$ cat src/hw/rtl/mapped_region_table_macros.svh
// ----------------------------------------------------------------------------
// Mapped region table assertion macros
// Shared concurrent assertion forms, clocked on clk and disabled in rst.
// ----------------------------------------------------------------------------
`ifndef MAPPED_REGION_TABLE_MACROS_SVH
`define MAPPED_REGION_TABLE_MACROS_SVH

// Consequence must hold in the same cycle as the antecedent.
`define MRT_ASSERT_IMP(label, ante, cons, msg) \
  label: assert property (@(posedge clk) disable iff (rst) (ante) |-> (cons)) \
    else $error(msg);

// Consequence must hold in the cycle after the antecedent.
`define MRT_ASSERT_NEXT(label, ante, cons, msg) \
  label: assert property (@(posedge clk) disable iff (rst) (ante) |=> (cons)) \
    else $error(msg);

`endif

$ cat src/hw/rtl/mrt_pkg.sv
// ----------------------------------------------------------------------------
// Mapped region table package
// Sizes, codes, and the structs shared by the controller and datapath.
// ----------------------------------------------------------------------------
package mrt_pkg;

  localparam int MAX_REGIONS = 16;
  localparam int PAGE_BITS   = 12;
  localparam int OPEN_FILES  = 16;

  localparam int IDX_W = (MAX_REGIONS > 1) ? $clog2(MAX_REGIONS) : 1;
  localparam int CNT_W = $clog2(MAX_REGIONS + 1);

  localparam logic [31:0] WIN_LOW  = 32'h6000_0000;
  localparam logic [31:0] WIN_HIGH = 32'h8000_0000;
  localparam logic [7:0]  NO_FILE  = 8'hFF;

  typedef enum logic [1:0] {
    OP_MAP,
    OP_LOOKUP,
    OP_UNMAP,
    OP_QUERY
  } op_t;

  typedef enum logic [2:0] {
    ST_OK,
    ST_BAD_ADDR,
    ST_BAD_LEN,
    ST_BAD_FLAGS,
    ST_BAD_FILE,
    ST_FULL,
    ST_OVERLAP,
    ST_NOT_FOUND
  } status_t;

  typedef enum logic [1:0] {
    VAL_ZERO,
    VAL_ADDR,
    VAL_INDEX
  } vsel_t;

  typedef enum logic [2:0] {
    S_IDLE,
    S_START,
    S_SCAN,
    S_SHIFT,
    S_QREAD,
    S_FINISH
  } state_t;

  typedef struct packed {
    op_t                opcode;
    logic [31:0]        addr;
    logic signed [31:0] length;
    logic [2:0]         map_flags;
    logic [7:0]         file_desc;
    logic               file_ok;
    logic [31:0]        file_size;
    logic [3:0]         entry_index;
  } in_item_t;

  typedef struct packed {
    status_t     status;
    logic [31:0] result_value;
    logic [4:0]  region_count;
    logic [31:0] entry_start;
    logic [30:0] entry_length;
  } out_item_t;

  typedef struct packed {
    logic [31:0] start;
    logic [30:0] length;
    logic [2:0]  flags;
    logic [7:0]  file;
  } entry_t;

  // Controller to datapath.
  typedef struct packed {
    logic    in_load;
    logic    ptr_clr;
    logic    scan_rd;
    logic    ptr_load_hit;
    logic    rd_query;
    logic    shift_wr;
    logic    append_wr;
    logic    cnt_dec;
    logic    out_load;
    status_t code;
    vsel_t   vsel;
  } cmd_t;

  // Datapath to controller.
  typedef struct packed {
    op_t     op;
    status_t pre_code;
    logic    hit;
    logic    at_end;
    logic    rd_valid;
  } dp_status_t;

endpackage

$ cat src/hw/rtl/mrt_dpath.sv
// ----------------------------------------------------------------------------
// Mapped region table datapath
// Request register, region memory, scan pointer, compare logic, result word.
// ----------------------------------------------------------------------------
`include "mapped_region_table_macros.svh"

module mrt_dpath (
  input  logic                clk,
  input  logic                rst,
  input  mrt_pkg::cmd_t       cmd,
  input  mrt_pkg::in_item_t   in_item,
  output mrt_pkg::dp_status_t st,
  output mrt_pkg::out_item_t  out_item
);

  mrt_pkg::in_item_t                item;
  mrt_pkg::entry_t                  mem [mrt_pkg::MAX_REGIONS];
  mrt_pkg::entry_t                  rdata;
  mrt_pkg::entry_t                  new_entry;
  mrt_pkg::entry_t                  wr_data;
  logic [mrt_pkg::CNT_W-1:0]        count;
  logic [mrt_pkg::CNT_W-1:0]        ptr;
  logic [mrt_pkg::IDX_W-1:0]        rd_idx;
  logic [mrt_pkg::IDX_W-1:0]        wr_addr;
  logic                             rd_valid;
  logic                             qhit;
  logic                             q_in_range;
  logic                             wr_en;
  logic [31:0]                      len_bits;
  logic [32:0]                      new_end;
  logic [32:0]                      entry_end;
  logic                             match;
  logic                             anon;
  logic                             addr_bad;
  logic                             len_bad;
  logic                             flag_bad;
  logic                             file_bad;
  logic                             full;
  mrt_pkg::status_t                 pre_code;

  // Request register, loaded when a word is accepted.
  always_ff @(posedge clk) begin
    if (cmd.in_load) begin
      item <= in_item;
    end
  end

  assign len_bits = item.length;
  assign anon     = item.map_flags[2];

  // Map request checks, in priority order.
  always_comb begin
    addr_bad = (item.addr[mrt_pkg::PAGE_BITS-1:0] != '0) ||
               (item.addr < mrt_pkg::WIN_LOW) || (item.addr >= mrt_pkg::WIN_HIGH);
    len_bad  = len_bits[31] || (len_bits == 32'd0);
    flag_bad = !(item.map_flags[0] && item.map_flags[1]);
    file_bad = !anon && (({1'b0, item.file_desc} >= 9'(mrt_pkg::OPEN_FILES)) ||
                         !item.file_ok || (len_bits > item.file_size));
    full     = (count >= mrt_pkg::CNT_W'(mrt_pkg::MAX_REGIONS));
    if (addr_bad) begin
      pre_code = mrt_pkg::ST_BAD_ADDR;
    end else if (len_bad) begin
      pre_code = mrt_pkg::ST_BAD_LEN;
    end else if (flag_bad) begin
      pre_code = mrt_pkg::ST_BAD_FLAGS;
    end else if (file_bad) begin
      pre_code = mrt_pkg::ST_BAD_FILE;
    end else if (full) begin
      pre_code = mrt_pkg::ST_FULL;
    end else begin
      pre_code = mrt_pkg::ST_OK;
    end
  end

  // Compare the entry just read against the request.
  always_comb begin
    new_end   = {1'b0, item.addr} + {1'b0, len_bits};
    entry_end = {1'b0, rdata.start} + {2'b00, rdata.length};
    case (item.opcode)
      mrt_pkg::OP_MAP: begin
        match = !((new_end <= {1'b0, rdata.start}) || ({1'b0, item.addr} >= entry_end));
      end
      mrt_pkg::OP_LOOKUP: begin
        match = (item.addr >= rdata.start) && ({1'b0, item.addr} < entry_end);
      end
      mrt_pkg::OP_UNMAP: begin
        match = (rdata.start == item.addr);
      end
      default: begin
        match = 1'b0;
      end
    endcase
  end

  assign q_in_range = (32'(item.entry_index) < 32'(count));

  // Scan pointer and read pipeline tag.
  always_ff @(posedge clk) begin
    if (rst) begin
      ptr      <= '0;
      rd_valid <= 1'b0;
      qhit     <= 1'b0;
    end else begin
      rd_valid <= cmd.scan_rd;
      if (cmd.ptr_clr) begin
        ptr <= '0;
      end else if (cmd.ptr_load_hit) begin
        ptr <= mrt_pkg::CNT_W'(rd_idx) + 1'b1;
      end else if (cmd.scan_rd) begin
        ptr <= ptr + 1'b1;
      end
      if (cmd.in_load) begin
        qhit <= 1'b0;
      end else if (cmd.rd_query) begin
        qhit <= q_in_range;
      end
    end
  end

  always_ff @(posedge clk) begin
    if (cmd.scan_rd) begin
      rd_idx <= ptr[mrt_pkg::IDX_W-1:0];
    end
  end

  // Region count.
  always_ff @(posedge clk) begin
    if (rst) begin
      count <= '0;
    end else if (cmd.append_wr) begin
      count <= count + 1'b1;
    end else if (cmd.cnt_dec) begin
      count <= count - 1'b1;
    end
  end

  // Region memory: one write port, one registered read port.
  always_comb begin
    new_entry.start  = item.addr;
    new_entry.length = len_bits[30:0];
    new_entry.flags  = item.map_flags;
    new_entry.file   = anon ? mrt_pkg::NO_FILE : item.file_desc;
    wr_en            = cmd.append_wr || cmd.shift_wr;
    if (cmd.append_wr) begin
      wr_addr = count[mrt_pkg::IDX_W-1:0];
      wr_data = new_entry;
    end else begin
      wr_addr = mrt_pkg::IDX_W'(rd_idx - 1'b1);
      wr_data = rdata;
    end
  end

  always_ff @(posedge clk) begin
    if (wr_en) begin
      mem[wr_addr] <= wr_data;
    end
  end

  always_ff @(posedge clk) begin
    if (cmd.scan_rd) begin
      rdata <= mem[ptr[mrt_pkg::IDX_W-1:0]];
    end else if (cmd.rd_query && q_in_range) begin
      rdata <= mem[mrt_pkg::IDX_W'(item.entry_index)];
    end
  end

  // Result word register.
  always_ff @(posedge clk) begin
    if (cmd.out_load) begin
      out_item.status <= cmd.code;
      case (cmd.vsel)
        mrt_pkg::VAL_ADDR:  out_item.result_value <= item.addr;
        mrt_pkg::VAL_INDEX: out_item.result_value <= 32'(rd_idx);
        default:            out_item.result_value <= 32'd0;
      endcase
      out_item.region_count <= 5'(count);
      out_item.entry_start  <= qhit ? rdata.start : 32'd0;
      out_item.entry_length <= qhit ? rdata.length : 31'd0;
    end
  end

  always_comb begin
    st.op       = item.opcode;
    st.pre_code = pre_code;
    st.hit      = rd_valid && match;
    st.at_end   = (ptr >= count);
    st.rd_valid = rd_valid;
  end

  `MRT_ASSERT_IMP(a_append_room, cmd.append_wr, count < mrt_pkg::CNT_W'(mrt_pkg::MAX_REGIONS), "append into a full table")
  `MRT_ASSERT_IMP(a_dec_nonzero, cmd.cnt_dec, count != '0, "region count underflow")
  `MRT_ASSERT_IMP(a_shift_data, cmd.shift_wr, rd_valid && !cmd.append_wr, "shift write without read data")
  `MRT_ASSERT_NEXT(a_append_count, cmd.append_wr, count == mrt_pkg::CNT_W'($past(count) + 1'b1), "append did not grow the count")

endmodule

$ cat src/hw/rtl/mrt_ctrl.sv
// ----------------------------------------------------------------------------
// Mapped region table controller
// Sequences check, scan, shift, read, and result hand-off for each request.
// ----------------------------------------------------------------------------
module mrt_ctrl (
  input  logic                clk,
  input  logic                rst,
  input  logic                s_tvalid,
  output logic                s_tready,
  output logic                m_tvalid,
  input  logic                m_tready,
  input  mrt_pkg::dp_status_t st,
  output mrt_pkg::cmd_t       cmd
);

  mrt_pkg::state_t  state;
  mrt_pkg::state_t  state_next;
  mrt_pkg::status_t code;
  mrt_pkg::status_t code_next;
  mrt_pkg::vsel_t   vsel;
  mrt_pkg::vsel_t   vsel_next;
  logic             out_valid;
  logic             out_valid_next;

  // State, output valid and result-code registers.
  always_ff @(posedge clk) begin
    if (rst) begin
      state     <= mrt_pkg::S_IDLE;
      out_valid <= 1'b0;
      code      <= mrt_pkg::ST_OK;
      vsel      <= mrt_pkg::VAL_ZERO;
    end else begin
      state     <= state_next;
      out_valid <= out_valid_next;
      code      <= code_next;
      vsel      <= vsel_next;
    end
  end

  // Next state and commands.
  always_comb begin
    state_next = state;
    code_next  = code;
    vsel_next  = vsel;
    cmd        = '0;
    s_tready   = 1'b0;
    case (state)
      mrt_pkg::S_IDLE: begin
        s_tready    = 1'b1;
        cmd.in_load = s_tvalid;
        if (s_tvalid) begin
          state_next = mrt_pkg::S_START;
        end
      end
      mrt_pkg::S_START: begin
        cmd.ptr_clr = 1'b1;
        code_next   = mrt_pkg::ST_OK;
        vsel_next   = mrt_pkg::VAL_ZERO;
        case (st.op)
          mrt_pkg::OP_MAP: begin
            if (st.pre_code != mrt_pkg::ST_OK) begin
              code_next  = st.pre_code;
              state_next = mrt_pkg::S_FINISH;
            end else begin
              state_next = mrt_pkg::S_SCAN;
            end
          end
          mrt_pkg::OP_QUERY: begin
            state_next = mrt_pkg::S_QREAD;
          end
          default: begin
            state_next = mrt_pkg::S_SCAN;
          end
        endcase
      end
      mrt_pkg::S_SCAN: begin
        if (st.hit) begin
          case (st.op)
            mrt_pkg::OP_MAP: begin
              code_next  = mrt_pkg::ST_OVERLAP;
              state_next = mrt_pkg::S_FINISH;
            end
            mrt_pkg::OP_LOOKUP: begin
              vsel_next  = mrt_pkg::VAL_INDEX;
              state_next = mrt_pkg::S_FINISH;
            end
            default: begin
              cmd.ptr_load_hit = 1'b1;
              state_next       = mrt_pkg::S_SHIFT;
            end
          endcase
        end else if (!st.at_end) begin
          cmd.scan_rd = 1'b1;
        end else if (!st.rd_valid) begin
          // Every held region has been compared with no match.
          if (st.op == mrt_pkg::OP_MAP) begin
            cmd.append_wr = 1'b1;
            vsel_next     = mrt_pkg::VAL_ADDR;
          end else begin
            code_next = mrt_pkg::ST_NOT_FOUND;
          end
          state_next = mrt_pkg::S_FINISH;
        end
      end
      mrt_pkg::S_SHIFT: begin
        cmd.scan_rd  = !st.at_end;
        cmd.shift_wr = st.rd_valid;
        if (st.at_end && !st.rd_valid) begin
          cmd.cnt_dec = 1'b1;
          state_next  = mrt_pkg::S_FINISH;
        end
      end
      mrt_pkg::S_QREAD: begin
        cmd.rd_query = 1'b1;
        state_next   = mrt_pkg::S_FINISH;
      end
      mrt_pkg::S_FINISH: begin
        if (!out_valid || m_tready) begin
          cmd.out_load = 1'b1;
          state_next   = mrt_pkg::S_IDLE;
        end
      end
      default: begin
        state_next = mrt_pkg::S_IDLE;
      end
    endcase
    cmd.code = code;
    cmd.vsel = vsel;
  end

  // Output word valid flag.
  always_comb begin
    if (cmd.out_load) begin
      out_valid_next = 1'b1;
    end else if (m_tready) begin
      out_valid_next = 1'b0;
    end else begin
      out_valid_next = out_valid;
    end
  end

  assign m_tvalid = out_valid;

endmodule

$ cat src/hw/rtl/mapped_region_table.sv
// ----------------------------------------------------------------------------
// Mapped region table
// Compacted table of mapped address regions with map, lookup, unmap and read.
// ----------------------------------------------------------------------------
// Requests are handled one at a time. A read entry request reads the indexed
// entry directly, with no scan. Map and lookup compare the stored regions in
// turn, since the regions are scanned through a single registered read port
// of the region memory; unmap scans until the matching start and then moves
// each later region down one slot through the same port. A new request word
// is taken while the previous result word still waits on the master side.
module mapped_region_table (
  input  logic         clk,
  input  logic         rst,
  input  logic         s_tvalid,
  output logic         s_tready,
  // addr[31:0], length[63:32], map_flags[66:64], file_desc[74:67],
  // file_ok[75], file_size[107:76], entry_index[111:108]
  input  logic [111:0] s_tdata,
  // opcode[1:0]
  input  logic [1:0]   s_tuser,
  output logic         m_tvalid,
  input  logic         m_tready,
  // status[2:0], result_value[34:3], region_count[39:35],
  // entry_start[71:40], entry_length[102:72], zero[103]
  output logic [103:0] m_tdata
);

  mrt_pkg::in_item_t   in_item;
  mrt_pkg::out_item_t  out_item;
  mrt_pkg::cmd_t       cmd;
  mrt_pkg::dp_status_t st;

  // Unpack the request word.
  always_comb begin
    in_item.opcode      = mrt_pkg::op_t'(s_tuser);
    in_item.addr        = s_tdata[31:0];
    in_item.length      = s_tdata[63:32];
    in_item.map_flags   = s_tdata[66:64];
    in_item.file_desc   = s_tdata[74:67];
    in_item.file_ok     = s_tdata[75];
    in_item.file_size   = s_tdata[107:76];
    in_item.entry_index = s_tdata[111:108];
  end

  // Pack the result word.
  assign m_tdata = {1'b0, out_item.entry_length, out_item.entry_start,
                    out_item.region_count, out_item.result_value, out_item.status};

  mrt_ctrl u_ctrl (
    .clk      (clk),
    .rst      (rst),
    .s_tvalid (s_tvalid),
    .s_tready (s_tready),
    .m_tvalid (m_tvalid),
    .m_tready (m_tready),
    .st       (st),
    .cmd      (cmd)
  );

  mrt_dpath u_dpath (
    .clk      (clk),
    .rst      (rst),
    .cmd      (cmd),
    .in_item  (in_item),
    .st       (st),
    .out_item (out_item)
  );

endmodule
$ cat config.mk
export PLATFORM = sky130hd
export DESIGN_NAME = mapped_region_table
export DESIGN_NICKNAME = d
export VERILOG_FILES = /design/src/hw/rtl/mrt_pkg.sv /design/src/hw/rtl/mrt_dpath.sv /design/src/hw/rtl/mrt_ctrl.sv /design/src/hw/rtl/mapped_region_table.sv
export VERILOG_INCLUDE_DIRS = /design/src /design/src/hw/rtl
export SDC_FILE = /design/constraint.sdc
export NUM_CORES = 2
export LEC_CHECK = 0
export CORE_MARGIN = 2
export CORE_UTILIZATION = 54
export DETAILED_ROUTE_END_ITERATION = 6
export DONT_BUFFER_PORTS = 1
export HOLD_SLACK_MARGIN = 0.06
export PLACE_DENSITY_LB_ADDON = 0.2
export SLEW_MARGIN = 20
export SYNTH_ARGS = -nofsm -noshare
export SYNTH_HDL_FRONTEND = slang
export SYNTH_SLANG_ARGS = --single-unit
$ cat constraint.sdc
create_clock -name clk -period 7.4 [get_ports clk]
set_clock_uncertainty 0.15 [all_clocks]
set_input_delay 1.11 -clock clk [delete_from_list [all_inputs] [get_ports clk]]
set_output_delay 1.11 -clock clk [all_outputs]
set_load 0.1 [all_outputs]
==> out/results.ini <==
[status]
status = complete, no violations

[clock_tree]
path_clk_slew_ps = 60
clockBufferDepth = 3
tritoncts = done
htree_levels = 4
cts_made_buffers = 137
clockRootBuffer = clkbuf_16
cts.sinks = 1317
clkLatencyLatePin_ps = 800

[floorplanning]
core_area_mm2 = 0.118
die_w_um = 348
initial_core_util_pct = 54.3
die_area_mm2 = 0.121
rows = 126
die_y_um = 348
io_pins = 224

[logic_synthesis]
synth_edf_count = 1288
synthSimpleGateAreaFrac_pct = 4.17
synthFlopType = edfxtp_1
syn_area_mm2 = 0.0639
ys_types = 75
syn_area_per_cell_um2 = 18.1
synth_top_family_by_area = multiplexers
yosysSeqAreaShare_pct = 61.4
synthArstFlopShare_pct = 0
yosys.area.top_type_share_pct = 60.5
synthXorXnorAreaFrac_pct = 0.905
syn-num-nets = 3864
ys_warn_count = 0
synthTopCellsByArea = edfxtp_1 (61%), mux4_2 (22%), ha_1 (4.1%)
synth_area_leader_cell = edfxtp_1
ys_ff_latch = 1317
synth_compound_area_share_pct = 3.95
synthAdderAreaFrac_pct = 4.23
synthMuxAreaShare_pct = 23.5
syn_inst = 3532

[final_layout]
drive_gt1_share_pct = 28.8
fin_util_pct = 60.2
seq_area_mm2 = 0.0393
areaGrowthSynthToFinish_pct = 11.0
fin_area_mm2 = 0.0709
final_cell_mix = edfxtp_1 (1288), mux4_2 (630), ha_1 (211)
n_fill_cell = 8242
final_common_cell = edfxtp_1
fin_nets = 3944
multi_input_area_mm2 = 0.0237

[route]
drt_first_pass_iters = 6
routed_wl_um = 186000
drt-initial-drc-count = 5157
wire_per_inst_um = 35.3
ant_nets = 0
drc = 0
drt-vias-per-instance = 7.07
vias = 37200

[flow_run]
drv_cap = 0

[sta]
drv_slew = 0
setup_tns_ps = 0
setup_viol = 0
hold_violations = 0
finalCriticalPeriod_ps = 6970
fin_crit_sh_pct = 94.2
max_freq_mhz = 143
slew_headroom_pct = 21.7
rsz0062_at_grt = false
tightest_slew_ps = 1170

[worst_setup_path]
cp_slowest_cell = or4_1
crit_arrival_ps = 7520
crit_buf_inv = 2
critical_path.max_fanout = 9
endpoint_kind = register
max_stage_delay_ps = 590
critPathTopFamily = compound AO/OA/AOI/OAI gates
required_ps = 7950
cp-start-kind = register
path_class = reg2reg
critPathMostFrequentCell = o21ai_0

[power_and_ir_drop]
powerDensity_mw_per_mm2 = 280
p_leak_nw = 23.1
vdd_drop_max_uv = 247

[global_route]
grt_pass1_wl_um = 266000
overflow = 0
grt_pass1_vias = 37800
grtUsageTotal_pct = 31.0
grt_start_max_net_pins = 137
antenna_found_initial = 19

[placed_design]
gp_congestion = 0.982
port_buffers = 0
post_dp_cell_area_mm2 = 0.0664
dp_hpwl_um = 113000

[min_path]
hold_class = in2reg

==> state kept, by name, summed over array words and instances (netlist names), named ones only <==
name / cells
u_dpath.count: 5
u_ctrl.state: 3
u_dpath.ptr: 5
u_dpath.mem: 1008
u_dpath.st: 2
u_dpath.out_item: 103
u_ctrl.vsel: 2
u_dpath.rd_valid: 1
u_dpath.anon: 1
u_dpath.qhit: 1
u_dpath.item: 75
u_ctrl.m_tvalid: 1
u_dpath.len_bits: 32
u_ctrl.code: 3
u_dpath.rdata: 63
u_dpath.rd_idx: 4
==> cell type report <==
cell class	count	area share [%]
diodes	6	0.0212
clock inverters	78	1.22
repair buffers	129	1.67
well taps	1536	2.71
inverters	113	0.598
flip-flops and latches	1317	55.4
clock buffers	169	5.07
multi-input cells	1914	33.3
==> per-stage QoR <==
stage	std cells	power (mW)	hold WS (ps)	setup slack, ps
global route	5258	20.5	211	46.8
finish	5262	19.8	228	430
global placement	5007	12.9	271	448
detailed placement	5007	13.0	273	519
floorplan	3532	11.9	259	615
CTS	5254	19.9	181	476
==> Yosys cell counts, drive strengths merged (28+ instances only) <==
cell type  instances
o21ai            100
edfxtp          1288
a21oi            111
mux4             630
nor2              87
dfxtp             29
and2              98
a21o              41
inv              112
ha               211
mux2              68
xor2              28
nand4             35
xnor2             38
clkbuf           145
buf               43
nand2            193
==> where the power goes <==
group / internal, mW / total [mW] / switching, mW
logic: 1.81 / 3.84 / 2.03
clock network: 3.97 / 6.88 / 2.91
registers: 8.58 / 9.12 / 0.532
==> logic make-up after synthesis <==
family                     Yosys count
adders and majority gates          214
xor gates and xnor gates            66
and+or+nand+nor                    540
AOI/OAI and AO/OA                  391
muxes                              702
buffers and inverters              301
other                                1
DFF                               1317
==> per-layer routing <==
metal	track usage [%]	wire length, um
met4	13.3	7940
met1	42.7	69400
met3	7.37	20800
met2	48.0	87800
met5	0	93
==> path summary, 6_finish.rpt <==
kind | startpoint | end | slack (ps) | depth (start not counted)
max reg2reg | u_dpath.rdata[12] | u_dpath.ptr[4] | 430 | 29
min | rst | u_dpath.count[3] | 230 | 1
max | u_dpath.rdata[12] | u_dpath.ptr[4] | 430 | 29
min reg2reg | u_ctrl.code[2] | u_dpath.out_item[102] | 290 | 0
==> timing repair <==
item / in CTS / in global routing
gates resized for setup: 0 / 1
setup buffers: 0 / 0
endpoints found under the setup margin: 0 / 1
hold buffers: 0 / 0
(Power assumes the default switching activity.)
